`config.mk`:
```
export PLATFORM = sky130hd
export DESIGN_NAME = md5_message_digest_top
export DESIGN_NICKNAME = d
export VERILOG_FILES = /design/src/md5md_pkg.sv /design/src/md5md_ram.sv /design/src/md5md_core.sv /design/src/md5_message_digest_top.sv
export SDC_FILE = /design/constraint.sdc
export NUM_CORES = 2
export LEC_CHECK = 0
export BUFFER_PORTS_ARGS = -buffer_cell sky130_fd_sc_hd__buf_4
export CAP_MARGIN = 20
export CORE_ASPECT_RATIO = 1.5
export CORE_MARGIN = 3
export CORE_UTILIZATION = 40
export CTS_CLUSTER_DIAMETER = 80
export DETAILED_ROUTE_END_ITERATION = 8
export SLEW_MARGIN = 30
export SYNTH_ARGS = -nofsm -noshare
export SYNTH_HDL_FRONTEND = slang
export SYNTH_HIERARCHICAL = 1
export SYNTH_SLANG_ARGS = --single-unit
```
`constraint.sdc`:
```
create_clock -name clk -period 19.27 [get_ports clk]
set_input_delay 0 -clock clk [delete_from_list [all_inputs] [get_ports clk]]
set_output_delay 0 -clock clk [all_outputs]
set_load 0.05 [all_outputs]
```
`src/md5md_pkg.sv`:
```
// Shared constants, control struct and round functions for the MD5 digest block.
package md5md_pkg;

	localparam int unsigned BUF_WORDS = 16;
	localparam int unsigned BUF_AW    = 4;

	localparam logic [31:0] IV0 = 32'h67452301;
	localparam logic [31:0] IV1 = 32'hEFCDAB89;
	localparam logic [31:0] IV2 = 32'h98BADCFE;
	localparam logic [31:0] IV3 = 32'h10325476;

	localparam logic [7:0] PAD_BYTE    = 8'h80;
	localparam logic [5:0] PAD_LEN_POS = 6'd56;
	localparam logic [5:0] LAST_POS    = 6'h3F;
	localparam logic [6:0] LAST_CNT    = 7'd64;
	localparam logic [3:0] LEN_LO_WORD = 4'd14;
	localparam logic [3:0] LEN_HI_WORD = 4'd15;
	localparam logic [1:0] LAST_IDX    = 2'd3;

	localparam logic [31:0] RND_K [64] = '{
		32'hd76aa478, 32'he8c7b756, 32'h242070db, 32'hc1bdceee,
		32'hf57c0faf, 32'h4787c62a, 32'ha8304613, 32'hfd469501,
		32'h698098d8, 32'h8b44f7af, 32'hffff5bb1, 32'h895cd7be,
		32'h6b901122, 32'hfd987193, 32'ha679438e, 32'h49b40821,
		32'hf61e2562, 32'hc040b340, 32'h265e5a51, 32'he9b6c7aa,
		32'hd62f105d, 32'h02441453, 32'hd8a1e681, 32'he7d3fbc8,
		32'h21e1cde6, 32'hc33707d6, 32'hf4d50d87, 32'h455a14ed,
		32'ha9e3e905, 32'hfcefa3f8, 32'h676f02d9, 32'h8d2a4c8a,
		32'hfffa3942, 32'h8771f681, 32'h6d9d6122, 32'hfde5380c,
		32'ha4beea44, 32'h4bdecfa9, 32'hf6bb4b60, 32'hbebfbc70,
		32'h289b7ec6, 32'heaa127fa, 32'hd4ef3085, 32'h04881d05,
		32'hd9d4d039, 32'he6db99e5, 32'h1fa27cf8, 32'hc4ac5665,
		32'hf4292244, 32'h432aff97, 32'hab9423a7, 32'hfc93a039,
		32'h655b59c3, 32'h8f0ccc92, 32'hffeff47d, 32'h85845dd1,
		32'h6fa87e4f, 32'hfe2ce6e0, 32'ha3014314, 32'h4e0811a1,
		32'hf7537e82, 32'hbd3af235, 32'h2ad7d2bb, 32'heb86d391
	};

	typedef struct packed {
		logic       init;
		logic       start;
		logic       step;
		logic       fin;
		logic [5:0] rnd;
	} md5md_ctl_t;

	// message word used by round i
	function automatic logic [3:0] msg_idx(input logic [5:0] i);
		logic [3:0] n;
		logic [3:0] g;
		n = i[3:0];
		case (i[5:4])
			2'd0: g = n;
			2'd1: g = n + {n[1:0], 2'b00} + 4'd1;
			2'd2: g = n + {n[2:0], 1'b0} + 4'd5;
			2'd3: g = {n[0], 3'b000} - n;
			default: g = n;
		endcase
		return g;
	endfunction

	function automatic logic [4:0] rot_amt(input logic [3:0] sel);
		logic [4:0] s;
		case (sel)
			4'd0:  s = 5'd7;
			4'd1:  s = 5'd12;
			4'd2:  s = 5'd17;
			4'd3:  s = 5'd22;
			4'd4:  s = 5'd5;
			4'd5:  s = 5'd9;
			4'd6:  s = 5'd14;
			4'd7:  s = 5'd20;
			4'd8:  s = 5'd4;
			4'd9:  s = 5'd11;
			4'd10: s = 5'd16;
			4'd11: s = 5'd23;
			4'd12: s = 5'd6;
			4'd13: s = 5'd10;
			4'd14: s = 5'd15;
			4'd15: s = 5'd21;
			default: s = 5'd7;
		endcase
		return s;
	endfunction

	function automatic logic [31:0] rotl32(input logic [31:0] v, input logic [4:0] s);
		return (v << s) | (v >> (6'd32 - {1'b0, s}));
	endfunction

endpackage

```
`src/md5md_ram.sv`:
```
// Generic single-port-write, registered-read RAM.
module md5md_ram #(
	parameter int unsigned WIDTH = 32,
	parameter int unsigned DEPTH = 16
) (
	input  logic                     clk,
	input  logic                     we,
	input  logic [$clog2(DEPTH)-1:0] waddr,
	input  logic [WIDTH-1:0]         wdata,
	input  logic                     re,
	input  logic [$clog2(DEPTH)-1:0] raddr,
	output logic [WIDTH-1:0]         rdata
);

	logic [WIDTH-1:0] mem_q [DEPTH];

	always_ff @(posedge clk) begin
		if (we) begin
			mem_q[waddr] <= wdata;
		end
		if (re) begin
			rdata <= mem_q[raddr];
		end
	end

endmodule

```
`src/md5md_core.sv`:
```
// MD5 round unit: working variables, one round per cycle, and the chaining words.
module md5md_core
	import md5md_pkg::*;
(
	input  logic             clk,
	input  logic             arst_n,
	input  md5md_ctl_t       ctl,
	input  logic [31:0]      msg_word,
	output logic [3:0][31:0] chain
);

	logic [3:0][31:0] chain_q;
	logic [31:0]      a_q, b_q, c_q, d_q;
	logic [31:0]      f;
	logic [31:0]      t;
	logic [31:0]      b_new;

	always_comb begin
		case (ctl.rnd[5:4])
			2'd0: f = (b_q & c_q) | (~b_q & d_q);
			2'd1: f = (b_q & d_q) | (c_q & ~d_q);
			2'd2: f = b_q ^ c_q ^ d_q;
			2'd3: f = c_q ^ (b_q | ~d_q);
			default: f = b_q ^ c_q ^ d_q;
		endcase
		t     = a_q + f + RND_K[ctl.rnd] + msg_word;
		b_new = b_q + rotl32(t, rot_amt({ctl.rnd[5:4], ctl.rnd[1:0]}));
	end

	always_ff @(posedge clk) begin
		if (ctl.start) begin
			a_q <= chain_q[0];
			b_q <= chain_q[1];
			c_q <= chain_q[2];
			d_q <= chain_q[3];
		end else if (ctl.step) begin
			a_q <= d_q;
			d_q <= c_q;
			c_q <= b_q;
			b_q <= b_new;
		end
	end

	always_ff @(posedge clk or negedge arst_n) begin
		if (!arst_n) begin
			chain_q <= {IV3, IV2, IV1, IV0};
		end else if (ctl.init) begin
			chain_q <= {IV3, IV2, IV1, IV0};
		end else if (ctl.fin) begin
			chain_q[0] <= chain_q[0] + a_q;
			chain_q[1] <= chain_q[1] + b_q;
			chain_q[2] <= chain_q[2] + c_q;
			chain_q[3] <= chain_q[3] + d_q;
		end
	end

	assign chain = chain_q;

endmodule

```
`src/md5_message_digest_top.sv`:
```
// MD5 digest top level: byte gathering, padding sequencer, buffer RAM and digest output.
//
//   channel | signals                                     | transfer when
//   --------+---------------------------------------------+-------------------------
//   input   | data_byte, byte_present, last_byte          | in_valid && !in_stall
//   output  | digest_word, word_index, last_word          | out_valid && !out_stall
//
// An ordinary byte is gathered into the current word. A byte that fills the 64-byte block
// starts a compression: the working words are loaded, 64 rounds run against the buffer RAM's
// read port, then the result is added into the chaining words. A final item adds one write
// per padded word, one or two compressions, then four digest transfers. Reset is
// immediate; the buffer RAM needs no clearing pass. in_stall is high for the whole of
// that work; out_stall holds the current digest word.
module md5_message_digest_top
	import md5md_pkg::*;
(
	input  logic        clk,
	input  logic        arst_n,
	input  logic        in_valid,
	output logic        in_stall,
	input  logic [7:0]  data_byte,
	input  logic        byte_present,
	input  logic        last_byte,
	output logic        out_valid,
	input  logic        out_stall,
	output logic [31:0] digest_word,
	output logic [1:0]  word_index,
	output logic        last_word
);

	localparam logic [2:0] ST_IDLE = 3'd0;
	localparam logic [2:0] ST_PAD  = 3'd1;
	localparam logic [2:0] ST_COMP = 3'd2;
	localparam logic [2:0] ST_FIN  = 3'd3;
	localparam logic [2:0] ST_OUT  = 3'd4;

	logic [2:0]       state_q;
	logic [6:0]       cnt_q;
	logic [5:0]       pos_q;
	logic [31:0]      word_q;
	logic [63:0]      bit_count_q;
	logic [5:0]       pad_p_q;
	logic [3:0]       wi_q;
	logic             first_q;
	logic             final_q;
	logic             padding_q;
	logic             pend_last_q;
	logic [1:0]       idx_q;

	logic              in_fire;
	logic              out_fire;
	logic [31:0]       merged;
	logic [31:0]       partial;
	logic [31:0]       pad_word;
	logic [5:0]        pos_inc;
	logic              ram_we;
	logic [BUF_AW-1:0] ram_waddr;
	logic [31:0]       ram_wdata;
	logic              ram_re;
	logic [BUF_AW-1:0] ram_raddr;
	logic [31:0]       ram_rdata;
	md5md_ctl_t        ctl;
	logic [3:0][31:0]  chain;

	assign in_stall = (state_q != ST_IDLE);
	assign in_fire  = in_valid && !in_stall;
	assign out_fire = out_valid && !out_stall;
	assign pos_inc  = pos_q + 6'd1;

	always_comb begin
		merged = word_q;
		merged[{pos_q[1:0], 3'b000} +: 8] = data_byte;
	end

	// lanes below the pad position keep message bytes, then the pad byte, then zeros
	always_comb begin
		for (int lane = 0; lane < 4; lane++) begin
			if (2'(lane) < pad_p_q[1:0]) begin
				partial[lane*8 +: 8] = word_q[lane*8 +: 8];
			end else if (2'(lane) == pad_p_q[1:0]) begin
				partial[lane*8 +: 8] = PAD_BYTE;
			end else begin
				partial[lane*8 +: 8] = 8'h00;
			end
		end
	end

	always_comb begin
		if (first_q && wi_q == pad_p_q[5:2]) begin
			pad_word = partial;
		end else if (final_q && wi_q == LEN_LO_WORD) begin
			pad_word = bit_count_q[31:0];
		end else if (final_q && wi_q == LEN_HI_WORD) begin
			pad_word = bit_count_q[63:32];
		end else begin
			pad_word = 32'h0;
		end
	end

	// writes and reads of the buffer fall in different states, so no forwarding is needed
	always_comb begin
		if (state_q == ST_PAD) begin
			ram_we    = 1'b1;
			ram_waddr = wi_q;
			ram_wdata = pad_word;
		end else begin
			ram_we    = in_fire && byte_present && (pos_q[1:0] == 2'b11);
			ram_waddr = pos_q[5:2];
			ram_wdata = merged;
		end
	end

	assign ram_re    = (state_q == ST_COMP) && (cnt_q != LAST_CNT);
	assign ram_raddr = msg_idx(cnt_q[5:0]);

	always_comb begin
		ctl.init  = (state_q == ST_OUT) && !out_stall && (idx_q == LAST_IDX);
		ctl.start = (state_q == ST_COMP) && (cnt_q == 7'd0);
		ctl.step  = (state_q == ST_COMP) && (cnt_q != 7'd0);
		ctl.fin   = (state_q == ST_FIN);
		ctl.rnd   = cnt_q[5:0] - 6'd1;
	end

	md5md_ram #(
		.WIDTH(32),
		.DEPTH(BUF_WORDS)
	) u_buf (
		.clk  (clk),
		.we   (ram_we),
		.waddr(ram_waddr),
		.wdata(ram_wdata),
		.re   (ram_re),
		.raddr(ram_raddr),
		.rdata(ram_rdata)
	);

	md5md_core u_core (
		.clk     (clk),
		.arst_n  (arst_n),
		.ctl     (ctl),
		.msg_word(ram_rdata),
		.chain   (chain)
	);

	always_ff @(posedge clk) begin
		if (in_fire && byte_present) begin
			word_q <= merged;
		end
	end

	always_ff @(posedge clk or negedge arst_n) begin
		if (!arst_n) begin
			state_q     <= ST_IDLE;
			cnt_q       <= 7'd0;
			pos_q       <= 6'd0;
			bit_count_q <= 64'd0;
			pad_p_q     <= 6'd0;
			wi_q        <= 4'd0;
			first_q     <= 1'b0;
			final_q     <= 1'b0;
			padding_q   <= 1'b0;
			pend_last_q <= 1'b0;
			idx_q       <= 2'd0;
		end else begin
			case (state_q)
				ST_IDLE: begin
					if (in_fire) begin
						if (byte_present) begin
							bit_count_q <= bit_count_q + 64'd8;
							pos_q       <= pos_inc;
						end
						if (byte_present && pos_q == LAST_POS) begin
							state_q     <= ST_COMP;
							cnt_q       <= 7'd0;
							padding_q   <= 1'b0;
							pend_last_q <= last_byte;
						end else if (last_byte) begin
							state_q   <= ST_PAD;
							pad_p_q   <= byte_present ? pos_inc : pos_q;
							wi_q      <= byte_present ? pos_inc[5:2] : pos_q[5:2];
							first_q   <= 1'b1;
							final_q   <= byte_present ? (pos_inc < PAD_LEN_POS)
							                          : (pos_q < PAD_LEN_POS);
							padding_q <= 1'b1;
						end
					end
				end
				ST_PAD: begin
					if (wi_q == LEN_HI_WORD) begin
						state_q <= ST_COMP;
						cnt_q   <= 7'd0;
					end else begin
						wi_q <= wi_q + 4'd1;
					end
				end
				ST_COMP: begin
					if (cnt_q == LAST_CNT) begin
						state_q <= ST_FIN;
					end else begin
						cnt_q <= cnt_q + 7'd1;
					end
				end
				ST_FIN: begin
					if (padding_q && final_q) begin
						state_q <= ST_OUT;
						idx_q   <= 2'd0;
					end else if (padding_q) begin
						// length did not fit: run a second padded block
						state_q <= ST_PAD;
						wi_q    <= 4'd0;
						first_q <= 1'b0;
						final_q <= 1'b1;
					end else if (pend_last_q) begin
						state_q     <= ST_PAD;
						pad_p_q     <= 6'd0;
						wi_q        <= 4'd0;
						first_q     <= 1'b1;
						final_q     <= 1'b1;
						padding_q   <= 1'b1;
						pend_last_q <= 1'b0;
					end else begin
						state_q <= ST_IDLE;
					end
				end
				ST_OUT: begin
					if (!out_stall) begin
						if (idx_q == LAST_IDX) begin
							state_q     <= ST_IDLE;
							idx_q       <= 2'd0;
							pos_q       <= 6'd0;
							bit_count_q <= 64'd0;
							padding_q   <= 1'b0;
						end else begin
							idx_q <= idx_q + 2'd1;
						end
					end
				end
				default: begin
					state_q <= ST_IDLE;
				end
			endcase
		end
	end

	assign out_valid   = (state_q == ST_OUT);
	assign digest_word = chain[idx_q];
	assign word_index  = idx_q;
	assign last_word   = (idx_q == LAST_IDX);

	a_no_write_in_comp: assert property (@(posedge clk) disable iff (!arst_n)
		(state_q == ST_COMP || state_q == ST_FIN) |-> !ram_we)
		else $error("buffer written during compression");

	a_cnt_range: assert property (@(posedge clk) disable iff (!arst_n)
		(state_q == ST_COMP) |-> (cnt_q <= LAST_CNT))
		else $error("round counter out of range");

	a_block_full_comp: assert property (@(posedge clk) disable iff (!arst_n)
		(in_fire && byte_present && pos_q == LAST_POS) |=> (state_q == ST_COMP && cnt_q == 7'd0))
		else $error("full block did not start compression");

	a_reinit: assert property (@(posedge clk) disable iff (!arst_n)
		(out_fire && last_word) |=> (pos_q == 6'd0 && bit_count_q == 64'd0 && state_q == ST_IDLE))
		else $error("state not reinitialised after digest");

endmodule

```
==> results_dict.tcl <==
set metrics [dict create \
    outcome "finished clean" \
    synth_top_family_by_area "compound AO/OA/AOI/OAI gates" \
    crit_path_max_incr_delay_ns 0.77 \
    synth_xor_area_frac 0.0371 \
    seqCellArea_um2 26800 \
    reg2reg_from "cnt_q[0]" \
    start_kind "flip-flop" \
    nets 5730 \
    start_util 0.403 \
    die_w_um 318 \
    fin_crit_sh 0.628 \
    grt_pass1_vias 44300 \
    dieArea_um2 151000 \
    rows 171 \
    hpwl_um 143000 \
    synth_mux_area_frac 0.112 \
    cp_top_family "compound AO/OA/AOI/OAI gates" \
    route.antenna.remaining_nets 0 \
    grt_antenna_before_repair 3 \
    rsz0062_at_grt "no" \
    r2r_end "u_core/b_q[31]" \
    routedWlPerCell_um 27.2 \
    clkSinkCount 925 \
    setup_viol 0 \
    cts.clk_slew.worst_paths_ns 0.06 \
    grt_first_pass_wirelength_um 295000 \
    tns_ns 0 \
    relSlewSlack 0.318 \
    drive_gt1_frac 0.141 \
    yosys.area_share.simple 0.118 \
    viasPerCell 6.14 \
    hold_path_class "in2async" \
    vias 45500 \
    cp_max_fo 27 \
    port_buffers 50 \
    cts-root-buf "clkbuf_16" \
    postCtsHoldBufs 17 \
    cts_tree "built" \
    post_cts_resize_count 0 \
    period_minus_slack_ns 12.11 \
    cts_buffers 96 \
    die_y_um 474 \
    drv_cap 0 \
    cts.path.max_buffers 3 \
    worst_pin_slew_ns 0.995 \
    drt_iter0_markers 4292 \
    drc 0 \
    synth_area_um2 58400 \
    ys_seq_area_frac 0.458 \
    ys_ff_latch 925 \
    gp_congestion 0.992 \
    htree_levels 3 \
    synthAdderAreaFrac 0.0720 \
    cp_num_buf_inv 7 \
    multi_input_area_um2 29800 \
    end_kind "flip-flop" \
    synth_nets 5775 \
    rr_worst_depth 40 \
    synth_async_sr_flop_share 0.239 \
    io_pins 51 \
    insertion_delay_ns 0.72 \
    yosysWarnings 6 \
    area_growth_pct 10.5 \
    grt_usage 0.262 \
    post-cts-setup-buffers 0 \
    synth_edf_count 704 \
    worst-r2r-setup-slack_ns 7.16 \
    crit_required_ns 19.72 \
    grt_max_degree 186 \
    fin_skew_ns 0.0389 \
    finalMaxSlewViolations 0 \
    synth-compound-area-share 0.164 \
    finalHoldViolCount 0 \
    coreArea_um2 145000 \
    critPathKind "reg2reg" \
    synth_top_flop_cell "edfxtp_1" \
    grt-ovfl-total 0 \
    fill_cells 13400 \
    crit_slowest_cell "a21oi_1" \
    synth.distinct_cells 99 \
    cp.arrival_ns 12.55 \
    drt_wl_total_um 202000 \
    netlist_instances 5466 \
    fmax_mhz 82.6 \
    syn_area_per_cell_um2 10.7 \
    firstDrtPassIters 6 \
]
==> layout make-up <==
type,count,share of cell area
Antenna cell,2,0.0000776
Clock buffer,122,0.0400
Clock inverter,56,0.00865
Inverter,267,0.0156
Multi-Input combinational cell,3955,0.461
Sequential cell,925,0.415
Tap cell,1903,0.0369
Timing Repair Buffer,176,0.0227
==> worst max path at each step <==
stage,cells past startpoint,end,startpoint
5_1_grt,38,u_core/b_q[31],cnt_q[0]
3_5_place_dp,38,u_core/b_q[31],cnt_q[0]
3_3_place_gp,38,u_core/b_q[31],cnt_q[0]
6_report,40,u_core/b_q[31],cnt_q[0]
4_1_cts,38,u_core/b_q[31],cnt_q[0]
2_1_floorplan,42,u_core/b_q[29],cnt_q[0]
==> synthesized netlist by cell type, drive strengths merged (33+ instances only) <==
cell type | count | area [um2]
nor3 | 132 | 666
o31ai | 33 | 248
a21oi | 428 | 2160
fa | 68 | 1360
nand4 | 47 | 309
a22o | 35 | 307
buf | 89 | 398
inv | 265 | 995
a211oi | 61 | 468
o211ai | 35 | 263
mux4 | 181 | 4080
xnor2 | 171 | 1520
dfrtp | 157 | 3930
a221oi | 39 | 342
dfstp | 64 | 1680
or3 | 36 | 230
mux2i | 121 | 1210
ha | 227 | 2840
nor2 | 425 | 1600
nand2 | 522 | 1960
a22oi | 86 | 646
nand3 | 118 | 591
a31oi | 48 | 300
mux2 | 111 | 1250
edfxtp | 704 | 21100
o22ai | 41 | 257
o21ai | 369 | 1850
a21o | 92 | 691
clkbuf | 230 | 863
xor2 | 74 | 648
==> routing by layer <==
layer  GRT usage  up-vias  part of all wire
met1       0.285    22800              0.36
met2       0.463     1724              0.50
met3      0.0358      535             0.052
li1            -    20500                 -
met4       0.196        0             0.087
met5           0        -                 0
==> cells in the final DEF (no fill, tap or decap), types with 19 or more instances in the layout <==
master	n
a211oi_1	58
a21o_1	92
a21oi_1	423
a221o_1	20
a221oi_1	39
a22o_1	35
a22oi_1	86
a31oi_1	42
and2_1	27
and3_1	29
buf_4	148
clkbuf_1	19
clkbuf_16	97
dfrtp_1	155
dfstp_2	64
edfxtp_1	704
fa_1	68
ha_1	227
inv_1	259
mux2_2	109
mux2i_1	120
mux4_2	181
nand2_1	521
nand2b_1	31
nand3_1	118
nand4_1	46
nor2_1	408
nor2b_1	26
nor3_1	126
nor4_1	22
o211ai_1	35
o21a_1	29
o21ai_0	363
o21bai_1	29
o22ai_1	41
o31ai_1	28
or3_1	35
xnor2_1	162
xor2_1	72
==> stage by stage <==
step                area [um2]  hold WS [ns]  worst slack, ns   util  std cells
floorplan                58400        -0.296             9.26      -       5466
global placement         61000        0.0781             7.75  0.421       7205
detailed placement       61100        0.0880             7.62  0.422       7207
CTS                      64400        0.0961             7.52  0.445       7402
global route             64500         0.136             6.57  0.445       7406
finish                   64500         0.113             7.16  0.445       7406
==> worst reg2reg max path, delay by kind of cell, from the launching register on <==
family | cells | cell delay [ns]
muxes | 2 | 0.59
and+or+nand+nor | 6 | 0.89
AOI/OAI and AO/OA | 18 | 5.72
DFF | 1 | 0.54
buffers and inverters | 7 | 1.52
adders and majority gates | 7 | 2.56
==> state kept, by name (all words and copies together), names as in the netlist, 32 cells and up <==
register	cells
u_core/chain	128
u_buf/rdata	32
u_core/b_q	32
word_q	32
u_core/a_q	32
u_buf/mem_q	512
u_core/d_q	32
bit_count_q	61
u_core/c_q	32
==> cell families after synthesis <==
family / count (synthesis)
DFF: 925
AOI/OAI and AO/OA: 1501
muxes: 413
buffers and inverters: 586
adders and majority gates: 295
xor gates and xnor gates: 245
and+or+nand+nor: 1501
Power is left out: the tool's default activity adds up to more than one toggle a clock period on the data nets, which glitch-free logic cannot reach.
